$ cat src/design/hba_pkg.sv
// shared types and constants of the heap block allocator
// no dependencies; imported by every module of the block

package hba_pkg;

    // default geometry of the heap region
    localparam int HEAP_BYTES_DEF   = 65536;
    localparam int HEADER_BYTES_DEF = 12;
    localparam int HEAP_BYTES_MAX   = 32'h200_0000;

    // width of one header word: size in bytes, bit 0 marks a used block
    localparam int HDR_W = 17;

    // sizes are kept as multiples of four bytes
    localparam int ALIGN_MASK = 3;

    // field widths of the channels
    localparam int CMD_W   = 2;
    localparam int FIELD_W = 16;
    localparam int TOTAL_W = 17;

    // command codes
    typedef enum logic [CMD_W-1:0] {
        CMD_ALLOC   = 2'd0,
        CMD_FREE    = 2'd1,
        CMD_COMPACT = 2'd2,
        CMD_NOP     = 2'd3
    } t_cmd;

endpackage

$ cat src/design/hba_engine.sv
// command sequencer: fast path, header walk with merging, free, result register
// depends on hba_pkg; drives the ports of hba_hdr_mem

module hba_engine
    import hba_pkg::*;
#(
    parameter int HEAP_BYTES   = HEAP_BYTES_DEF,
    parameter int HEADER_BYTES = HEADER_BYTES_DEF
) (
    input  logic                                 i_clk,
    input  logic                                 i_rst_n,
    input  logic                                 i_in_valid,
    output logic                                 o_in_ready,
    input  logic [CMD_W-1:0]                     i_cmd,
    input  logic [FIELD_W-1:0]                   i_request_size,
    input  logic [FIELD_W-1:0]                   i_user_address,
    output logic                                 o_out_valid,
    input  logic                                 i_out_ready,
    output logic [FIELD_W-1:0]                   o_result_address,
    output logic                                 o_success,
    output logic [TOTAL_W-1:0]                   o_allocated_bytes,
    output logic [TOTAL_W-1:0]                   o_available_bytes,
    output logic                                 o_mem_rd_en,
    output logic [$clog2(HEAP_BYTES/4)-1:0]      o_mem_rd_addr,
    input  logic [HDR_W-1:0]                     i_mem_rd_data,
    output logic                                 o_mem_wr_en,
    output logic [$clog2(HEAP_BYTES/4)-1:0]      o_mem_wr_addr,
    output logic [HDR_W-1:0]                     o_mem_wr_data
);

    localparam int HDR_WORDS = HEAP_BYTES / 4;
    localparam int AW        = $clog2(HDR_WORDS);
    localparam int LOG_HEAP  = $clog2(HEAP_BYTES);
    // offsets may run one block past the end of the heap
    localparam int OFF_W     = ((LOG_HEAP > HDR_W) ? LOG_HEAP : HDR_W) + 1;
    localparam int CW        = $clog2(HDR_WORDS + 1);

    localparam logic [OFF_W-1:0] HEAP_V  = OFF_W'(HEAP_BYTES);
    localparam logic [OFF_W-1:0] HDR_V   = OFF_W'(HEADER_BYTES);
    localparam logic [OFF_W-1:0] END_V   = OFF_W'(HEAP_BYTES - HEADER_BYTES);
    localparam logic [OFF_W-1:0] ROUND_V = OFF_W'(HEADER_BYTES + ALIGN_MASK);
    localparam logic [OFF_W-1:0] MASK_V  = ~OFF_W'(ALIGN_MASK);
    localparam logic [AW-1:0]    END_IDX = AW'((HEAP_BYTES - HEADER_BYTES) / 4);
    localparam logic [CW-1:0]    WALK_MAX = CW'(HDR_WORDS);

    typedef enum logic [3:0] {
        ST_INIT0,
        ST_INIT1,
        ST_IDLE,
        ST_DISPATCH,
        ST_AFP,
        ST_WALK,
        ST_WEND,
        ST_TAKE,
        ST_MARK,
        ST_FREE,
        ST_FINISH
    } t_state;

    t_state               r_state, n_state;
    t_cmd                 r_cmd;
    logic [FIELD_W-1:0]   r_req, r_ua;
    logic [OFF_W-1:0]     r_need, n_need;
    logic [OFF_W-1:0]     r_p, n_p;
    logic [OFF_W-1:0]     r_best, n_best;
    logic [OFF_W-1:0]     r_run, n_run;
    logic [CW-1:0]        r_cnt, n_cnt;
    logic [HDR_W-1:0]     r_fsize, n_fsize;
    logic [OFF_W-1:0]     r_free_off, n_free_off;
    logic                 r_free_valid, n_free_valid;
    logic [TOTAL_W-1:0]   r_total, n_total;
    logic [FIELD_W-1:0]   r_addr, n_addr;
    logic                 r_ok, n_ok;
    logic                 r_out_valid, n_out_valid;
    logic                 w_load;
    logic [FIELD_W-1:0]   r_out_addr;
    logic                 r_out_ok;
    logic [TOTAL_W-1:0]   r_out_alloc, r_out_avail;
    logic [TOTAL_W-1:0]   w_avail;

    // header word index of a byte offset
    function automatic logic [AW-1:0] idx(input logic [OFF_W-1:0] off);
        return off[AW+1:2];
    endfunction

    assign o_in_ready = (r_state == ST_IDLE);

    // bytes left for the result transaction
    always_comb begin
        if (OFF_W'(r_total) < HEAP_V) begin
            w_avail = TOTAL_W'(HEAP_V - OFF_W'(r_total));
        end else begin
            w_avail = '0;
        end
    end

    // next state, read-modify-write traffic to the header memory
    always_comb begin
        logic [HDR_W-1:0] s;
        logic [OFF_W-1:0] s_sz;
        logic [OFF_W-1:0] p_nxt;
        logic [OFF_W-1:0] off;
        logic [CW-1:0]    cnt_nxt;
        logic             have;

        s       = i_mem_rd_data;
        s_sz    = OFF_W'(s) & MASK_V;
        p_nxt   = r_p + s_sz;
        cnt_nxt = r_cnt + CW'(1);
        off     = OFF_W'(r_ua) - HDR_V;
        have    = (r_run != '0) && (r_run >= r_need);

        n_state      = r_state;
        n_need       = r_need;
        n_p          = r_p;
        n_best       = r_best;
        n_run        = r_run;
        n_cnt        = r_cnt;
        n_fsize      = r_fsize;
        n_free_off   = r_free_off;
        n_free_valid = r_free_valid;
        n_total      = r_total;
        n_addr       = r_addr;
        n_ok         = r_ok;
        w_load       = 1'b0;

        o_mem_rd_en   = 1'b0;
        o_mem_rd_addr = '0;
        o_mem_wr_en   = 1'b0;
        o_mem_wr_addr = '0;
        o_mem_wr_data = '0;

        unique case (r_state)
            // lay down the first and the end header after reset
            ST_INIT0: begin
                o_mem_wr_en   = 1'b1;
                o_mem_wr_addr = '0;
                o_mem_wr_data = HDR_W'(END_V);
                n_state       = ST_INIT1;
            end
            ST_INIT1: begin
                o_mem_wr_en   = 1'b1;
                o_mem_wr_addr = END_IDX;
                o_mem_wr_data = '0;
                n_state       = ST_IDLE;
            end
            ST_IDLE: begin
                if (i_in_valid) begin
                    n_state = ST_DISPATCH;
                end
            end
            ST_DISPATCH: begin
                n_addr  = '0;
                n_ok    = 1'b0;
                n_state = ST_FINISH;
                unique case (r_cmd)
                    CMD_ALLOC: begin
                        n_need = (OFF_W'(r_req) + ROUND_V) & MASK_V;
                        if (r_req != '0) begin
                            if (r_free_valid && (r_free_off < HEAP_V)) begin
                                o_mem_rd_en   = 1'b1;
                                o_mem_rd_addr = idx(r_free_off);
                                n_state       = ST_AFP;
                            end else begin
                                n_p           = '0;
                                n_best        = '0;
                                n_run         = '0;
                                n_cnt         = '0;
                                o_mem_rd_en   = 1'b1;
                                o_mem_rd_addr = '0;
                                n_state       = ST_WALK;
                            end
                        end
                    end
                    CMD_FREE: begin
                        if (r_ua == '0) begin
                            n_ok = 1'b1;
                        end else if ((OFF_W'(r_ua) >= HDR_V) && (off[1:0] == 2'b00)
                                     && (off < END_V)) begin
                            n_p           = off;
                            o_mem_rd_en   = 1'b1;
                            o_mem_rd_addr = idx(off);
                            n_state       = ST_FREE;
                        end
                    end
                    CMD_COMPACT: begin
                        n_need        = HEAP_V;
                        n_p           = '0;
                        n_best        = '0;
                        n_run         = '0;
                        n_cnt         = '0;
                        o_mem_rd_en   = 1'b1;
                        o_mem_rd_addr = '0;
                        n_state       = ST_WALK;
                    end
                    CMD_NOP: begin
                        n_state = ST_FINISH;
                    end
                endcase
            end
            // block at the free pointer: take it or fall back to the walk
            ST_AFP: begin
                if (r_need > OFF_W'(s)) begin
                    n_p           = '0;
                    n_best        = '0;
                    n_run         = '0;
                    n_cnt         = '0;
                    o_mem_rd_en   = 1'b1;
                    o_mem_rd_addr = '0;
                    n_state       = ST_WALK;
                end else begin
                    n_p     = r_free_off;
                    n_fsize = s;
                    n_state = ST_TAKE;
                end
            end
            // one header per cycle, merging free runs into their first header
            ST_WALK: begin
                if (s == '0) begin
                    n_state = ST_WEND;
                end else if (s[0] && have) begin
                    n_state = ST_WEND;
                end else begin
                    if (s[0]) begin
                        if ((r_run != '0) && (r_best < HEAP_V)) begin
                            o_mem_wr_en   = 1'b1;
                            o_mem_wr_addr = idx(r_best);
                            o_mem_wr_data = r_run[HDR_W-1:0];
                        end
                        n_run  = '0;
                        n_best = p_nxt;
                    end else begin
                        n_run = r_run + s_sz;
                    end
                    n_p   = p_nxt;
                    n_cnt = cnt_nxt;
                    if ((p_nxt >= HEAP_V) || (cnt_nxt == WALK_MAX)) begin
                        n_state = ST_WEND;
                    end else begin
                        o_mem_rd_en   = 1'b1;
                        o_mem_rd_addr = idx(p_nxt);
                    end
                end
            end
            // close the last run and settle the free pointer
            ST_WEND: begin
                if ((r_run != '0) && (r_best < HEAP_V)) begin
                    o_mem_wr_en   = 1'b1;
                    o_mem_wr_addr = idx(r_best);
                    o_mem_wr_data = r_run[HDR_W-1:0];
                end
                n_free_valid = have;
                n_free_off   = have ? r_best : '0;
                if (r_cmd == CMD_COMPACT) begin
                    n_ok    = 1'b1;
                    n_state = ST_FINISH;
                end else if (have) begin
                    n_p     = r_best;
                    n_fsize = r_run[HDR_W-1:0];
                    n_state = ST_TAKE;
                end else begin
                    n_state = ST_FINISH;
                end
            end
            // split off the remainder when it can hold a header
            ST_TAKE: begin
                if (OFF_W'(r_fsize) >= (r_need + HDR_V)) begin
                    n_free_off = r_p + r_need;
                    if ((r_p + r_need) < HEAP_V) begin
                        o_mem_wr_en   = 1'b1;
                        o_mem_wr_addr = idx(r_p + r_need);
                        o_mem_wr_data = HDR_W'(OFF_W'(r_fsize) - r_need);
                    end
                end else begin
                    n_free_valid = 1'b0;
                    n_free_off   = '0;
                    n_need       = OFF_W'(r_fsize);
                end
                n_state = ST_MARK;
            end
            // mark the block used and book its size
            ST_MARK: begin
                n_total = TOTAL_W'(OFF_W'(r_total) + r_need);
                if (r_p < HEAP_V) begin
                    o_mem_wr_en   = 1'b1;
                    o_mem_wr_addr = idx(r_p);
                    o_mem_wr_data = HDR_W'(r_need) | HDR_W'(1);
                end
                n_addr  = FIELD_W'(r_p + HDR_V);
                n_ok    = 1'b1;
                n_state = ST_FINISH;
            end
            // release a used block, total saturates at zero
            ST_FREE: begin
                if (s[0]) begin
                    o_mem_wr_en   = 1'b1;
                    o_mem_wr_addr = idx(r_p);
                    o_mem_wr_data = {s[HDR_W-1:1], 1'b0};
                    if (r_total > {s[HDR_W-1:1], 1'b0}) begin
                        n_total = r_total - {s[HDR_W-1:1], 1'b0};
                    end else begin
                        n_total = '0;
                    end
                    n_ok = 1'b1;
                end
                n_state = ST_FINISH;
            end
            // hand the result to the output register once it is free
            ST_FINISH: begin
                if (!r_out_valid || i_out_ready) begin
                    w_load  = 1'b1;
                    n_state = ST_IDLE;
                end
            end
            default: begin
                n_state = ST_IDLE;
            end
        endcase
    end

    // output register valid
    always_comb begin
        if (w_load) begin
            n_out_valid = 1'b1;
        end else if (i_out_ready) begin
            n_out_valid = 1'b0;
        end else begin
            n_out_valid = r_out_valid;
        end
    end

    // state, captured command and result register
    always_ff @(posedge i_clk) begin
        r_need  <= n_need;
        r_p     <= n_p;
        r_best  <= n_best;
        r_run   <= n_run;
        r_cnt   <= n_cnt;
        r_fsize <= n_fsize;
        r_addr  <= n_addr;
        r_ok    <= n_ok;
        if ((r_state == ST_IDLE) && i_in_valid) begin
            r_cmd <= t_cmd'(i_cmd);
            r_req <= i_request_size;
            r_ua  <= i_user_address;
        end
        if (w_load) begin
            r_out_addr  <= r_addr;
            r_out_ok    <= r_ok;
            r_out_alloc <= r_total;
            r_out_avail <= w_avail;
        end
        if (!i_rst_n) begin
            r_state      <= ST_INIT0;
            r_free_off   <= '0;
            r_free_valid <= 1'b1;
            r_total      <= '0;
            r_out_valid  <= 1'b0;
        end else begin
            r_state      <= n_state;
            r_free_off   <= n_free_off;
            r_free_valid <= n_free_valid;
            r_total      <= n_total;
            r_out_valid  <= n_out_valid;
        end
    end

    assign o_out_valid       = r_out_valid;
    assign o_result_address  = r_out_addr;
    assign o_success         = r_out_ok;
    assign o_allocated_bytes = r_out_alloc;
    assign o_available_bytes = r_out_avail;

endmodule

$ cat config.mk
export PLATFORM = sky130hd
export DESIGN_NAME = hba_engine
export DESIGN_NICKNAME = d
export VERILOG_FILES = /design/src/design/hba_pkg.sv /design/src/design/hba_engine.sv
export SDC_FILE = /design/constraint.sdc
export NUM_CORES = 1
export LEC_CHECK = 0
export BUFFER_PORTS_ARGS = -buffer_cell sky130_fd_sc_hd__buf_2
export CAP_MARGIN = 40
export CORE_AREA = 2 2 266 137
export CTS_CLUSTER_SIZE = 12
export DETAILED_ROUTE_END_ITERATION = 8
export DIE_AREA = 0 0 268 139
export PLACE_DENSITY = 0.68
export SYNTH_ARGS = -nofsm -noshare
export SYNTH_HDL_FRONTEND = slang
export SYNTH_SLANG_ARGS = --single-unit
$ cat constraint.sdc
create_clock -name i_clk -period 9.4 [get_ports i_clk]
set_input_delay 2.82 -clock i_clk [delete_from_list [all_inputs] [get_ports i_clk]]
set_output_delay 2.82 -clock i_clk [all_outputs]
set_load 0.01 [all_outputs]
==> flow_metrics.py <==
metrics = {
    "sta": {
        "hold_ws_ps": 420,
        "rsz0062_at_grt": "no",
        "drv_slew": 0,
        "finalSetupViolations": 0,
        "period_minus_slack_ps": 8700,
        "hold_viol_final": 0,
        "period_share": 0.925,
        "tns_ps": 0,
        "worstMarginPinSlew_ps": 1030,
        "skew_ps": 28.8,
        "max_freq_mhz": 115,
        "relSlewSlack": 0.309,
    },
    "clocking": {
        "htree_levels": 1,
        "clock-root-buffer": "clkbuf_16",
        "cts_resized": 0,
        "cts_setup_buffers": 0,
        "cts_buffers": 27,
        "clk_pin_slew_ps": 60,
        "cts_buffer_depth": 3,
        "cts_tree": "built",
        "ctsHoldBuffers": 0,
        "clock_sinks": 244,
        "clock_latency_ps": 580,
    },
    "detailed_routing": {
        "drt_iter0_drc": 1904,
        "drt-pass1-iter-count": 6,
        "viasPerCell": 6.31,
        "wl_per_cell_microns": 23.8,
        "drc": 0,
        "ant_nets": 0,
        "vias": 15600,
        "drt-total-wl_mm": 58.8,
    },
    "pwr": {
        "p_total_w": 0.00288,
        "ir_drop_v": 0.000114,
        "leakage_nw": 8.03,
        "powerDensity_nw_per_um2": 148,
    },
    "synthesis": {
        "synth-edff-count": 203,
        "synth_nets": 2036,
        "synth_flop_cell": "edfxtp_1",
        "syn_area_sq_um": 17200,
        "syn_inst": 1826,
        "synthArstFlopShare": 0,
        "ys_seq_area_frac": 0.402,
        "ys_ff_latch": 244,
        "synth.distinct_cells": 76,
        "syn_avg_cell_area_sq_um": 9.42,
        "ys.warnings.count": 0,
    },
    "final_layout": {
        "area_growth_pct": 13.0,
        "final_cell_mix": "edfxtp_1 (203), nor2_1 (174), buf_2 (155)",
        "layout_commonest_cell": "edfxtp_1",
        "final_cells": 2476,
        "fillers": 3186,
        "drive_above_1_share": 0.126,
        "diodes": 0,
        "stdcell_area_sq_um": 19400,
        "fin_nets": 2181,
    },
    "placed_design": {
        "dp.cells": 2426,
        "dpl_cell_area_sq_um": 18600,
        "gp_congestion": 1.00,
        "io_buffers": 154,
        "dp_hpwl_mm": 45.1,
    },
    "setup_path": {
        "cp_max_fo": 14,
        "r2r_cells": 18,
        "cp-end-kind": "output pin",
        "setup.worst_path.class": "in -> out",
        "cp.arrival_ps": 5880,
        "path_cells": "buf_2, ha_1, fa_1, a21o_1, a21oi_1, o21ai_0, a21oi_1, o21bai_1, a21oi_1, xnor2_1, or3_1, o32ai_1, buf_2",
        "cp-start-kind": "input port",
        "crit_top_cell": "a21oi_1",
        "path_buf_inv": 2,
        "required_ps": 6580,
        "critPathTopFamily": "compound AO/OA/AOI/OAI gates",
        "crit_cells": 13,
        "cp_slowest_cell": "or3_1",
        "r2r_slack_ps": 4490,
        "worst_path_largest_cell_delay_ps": 590,
    },
    "global_route": {
        "grt_max_degree": 52,
        "grt_pass1_vias": 14100,
        "antenna_found_initial": 1,
        "grt_pass1_wl_mm": 86.7,
        "overflow": 0,
        "grt_use_total": 0.310,
    },
    "job": {
        "drv_cap": 0,
    },
    "worst_hold_path": {
        "hold_class": "reg -> reg",
        "holdPathStages": 0,
    },
    "die": {
        "io_pins": 155,
        "dieArea_sq_um": 37300,
        "die_x_microns": 268,
        "coreArea_sq_um": 35100,
        "die_h_microns": 139,
        "rows": 49,
        "initial_core_util": 0.490,
    },
    "status": {
        "status": "finished clean",
    },
}
[cell families (layout without fill, tap and decap cells)]
family	after synthesis	after routing	share of synthesized area
AND/OR/NAND/NOR	593	593	0.166
adder cells (fa/ha/maj)	155	155	0.115
AO/OA/AOI/OAI	512	512	0.201
buffers and inverters	168	334	0.0378
XOR/XNOR	151	151	0.0769
multiplexers	3	3	0.00175
flip-flops	244	244	0.402
[cell type report]
cell class | instances | area, sq um | share of cell area
multi-input cells | 1414 | 9700 | 0.499
clock buffers | 41 | 790 | 0.0406
clock inverters | 9 | 77.6 | 0.00399
well taps | 484 | 606 | 0.0312
inverters | 106 | 398 | 0.0205
flip-flops and latches | 244 | 6920 | 0.356
repair buffers | 178 | 948 | 0.0488
[per-layer routing]
metal	share of wire	track usage	wire length [microns]
met1	0.44	0.467	26000
met2	0.37	0.396	22000
met3	0.16	0.137	9460
met4	0.023	0.0741	1370
met5	0.00017	0	10
[report_power, final]
| group | total [W] | internal [W] | switching, W |
|---|---|---|---|
| Sequential | 0.00128 | 0.00122 | 0.0000608 |
| Combinational | 0.000526 | 0.000208 | 0.000318 |
| Clock | 0.00107 | 0.000607 | 0.000465 |
[worst paths after layout]
kind,start,to
hold / removal,r_addr[11],o_result_address[11]
hold reg to reg,r_addr[11],o_result_address[11]
setup reg to reg,r_need[2],r_free_off[15]
setup / recovery,i_mem_rd_data[2],o_mem_rd_addr[12]
[Yosys cell counts (all sizes together), types with 10 or more instances]
| library cell | number | area (sq um) |
|---|---|---|
| edfxtp | 203 | 6100 |
| nor2 | 175 | 657 |
| nand2 | 154 | 578 |
| ha | 149 | 1860 |
| a21oi | 123 | 619 |
| o21ai | 118 | 594 |
| inv | 106 | 398 |
| xnor2 | 89 | 780 |
| xor2 | 62 | 543 |
| clkbuf | 53 | 199 |
| nand3 | 46 | 230 |
| nor3 | 44 | 236 |
| dfxtp | 41 | 821 |
| a21o | 36 | 270 |
| nand2b | 31 | 194 |
| a221o | 30 | 300 |
| a31oi | 28 | 175 |
| o22ai | 24 | 163 |
| and3 | 23 | 144 |
| nor4 | 23 | 144 |
| nor2b | 22 | 138 |
| o221ai | 21 | 184 |
| a211oi | 16 | 125 |
| a211o | 14 | 123 |
| nand4 | 14 | 87.6 |
| o21bai | 13 | 97.6 |
| or3 | 13 | 81.3 |
| a221oi | 11 | 96.3 |
| and2 | 11 | 68.8 |
| o211ai | 10 | 75.1 |
| o31ai | 10 | 75.1 |
[flip-flops by register name, indices dropped and copies added, names as in the netlist]
name / cells
r_best: 18
r_free_off: 18
r_p: 18
o_allocated_bytes: 17
o_available_bytes: 17
r_fsize: 17
r_need: 17
r_total: 17
o_result_address: 16
r_addr: 16
r_req: 16
r_run: 16
r_ua: 16
r_cnt: 15
r_state: 4
r_cmd: 2
o_out_valid: 1
o_success: 1
r_free_valid: 1
r_ok: 1
[stage by stage]
stage	setup slack, ps	util
final	700	0.553
after CTS	707	0.553
after detailed placement	720	0.529
after global placement	785	0.528
after floorplan	1330	-
after global routing	426	0.553
No activity file was read; power rests on OpenSTA's default activity.
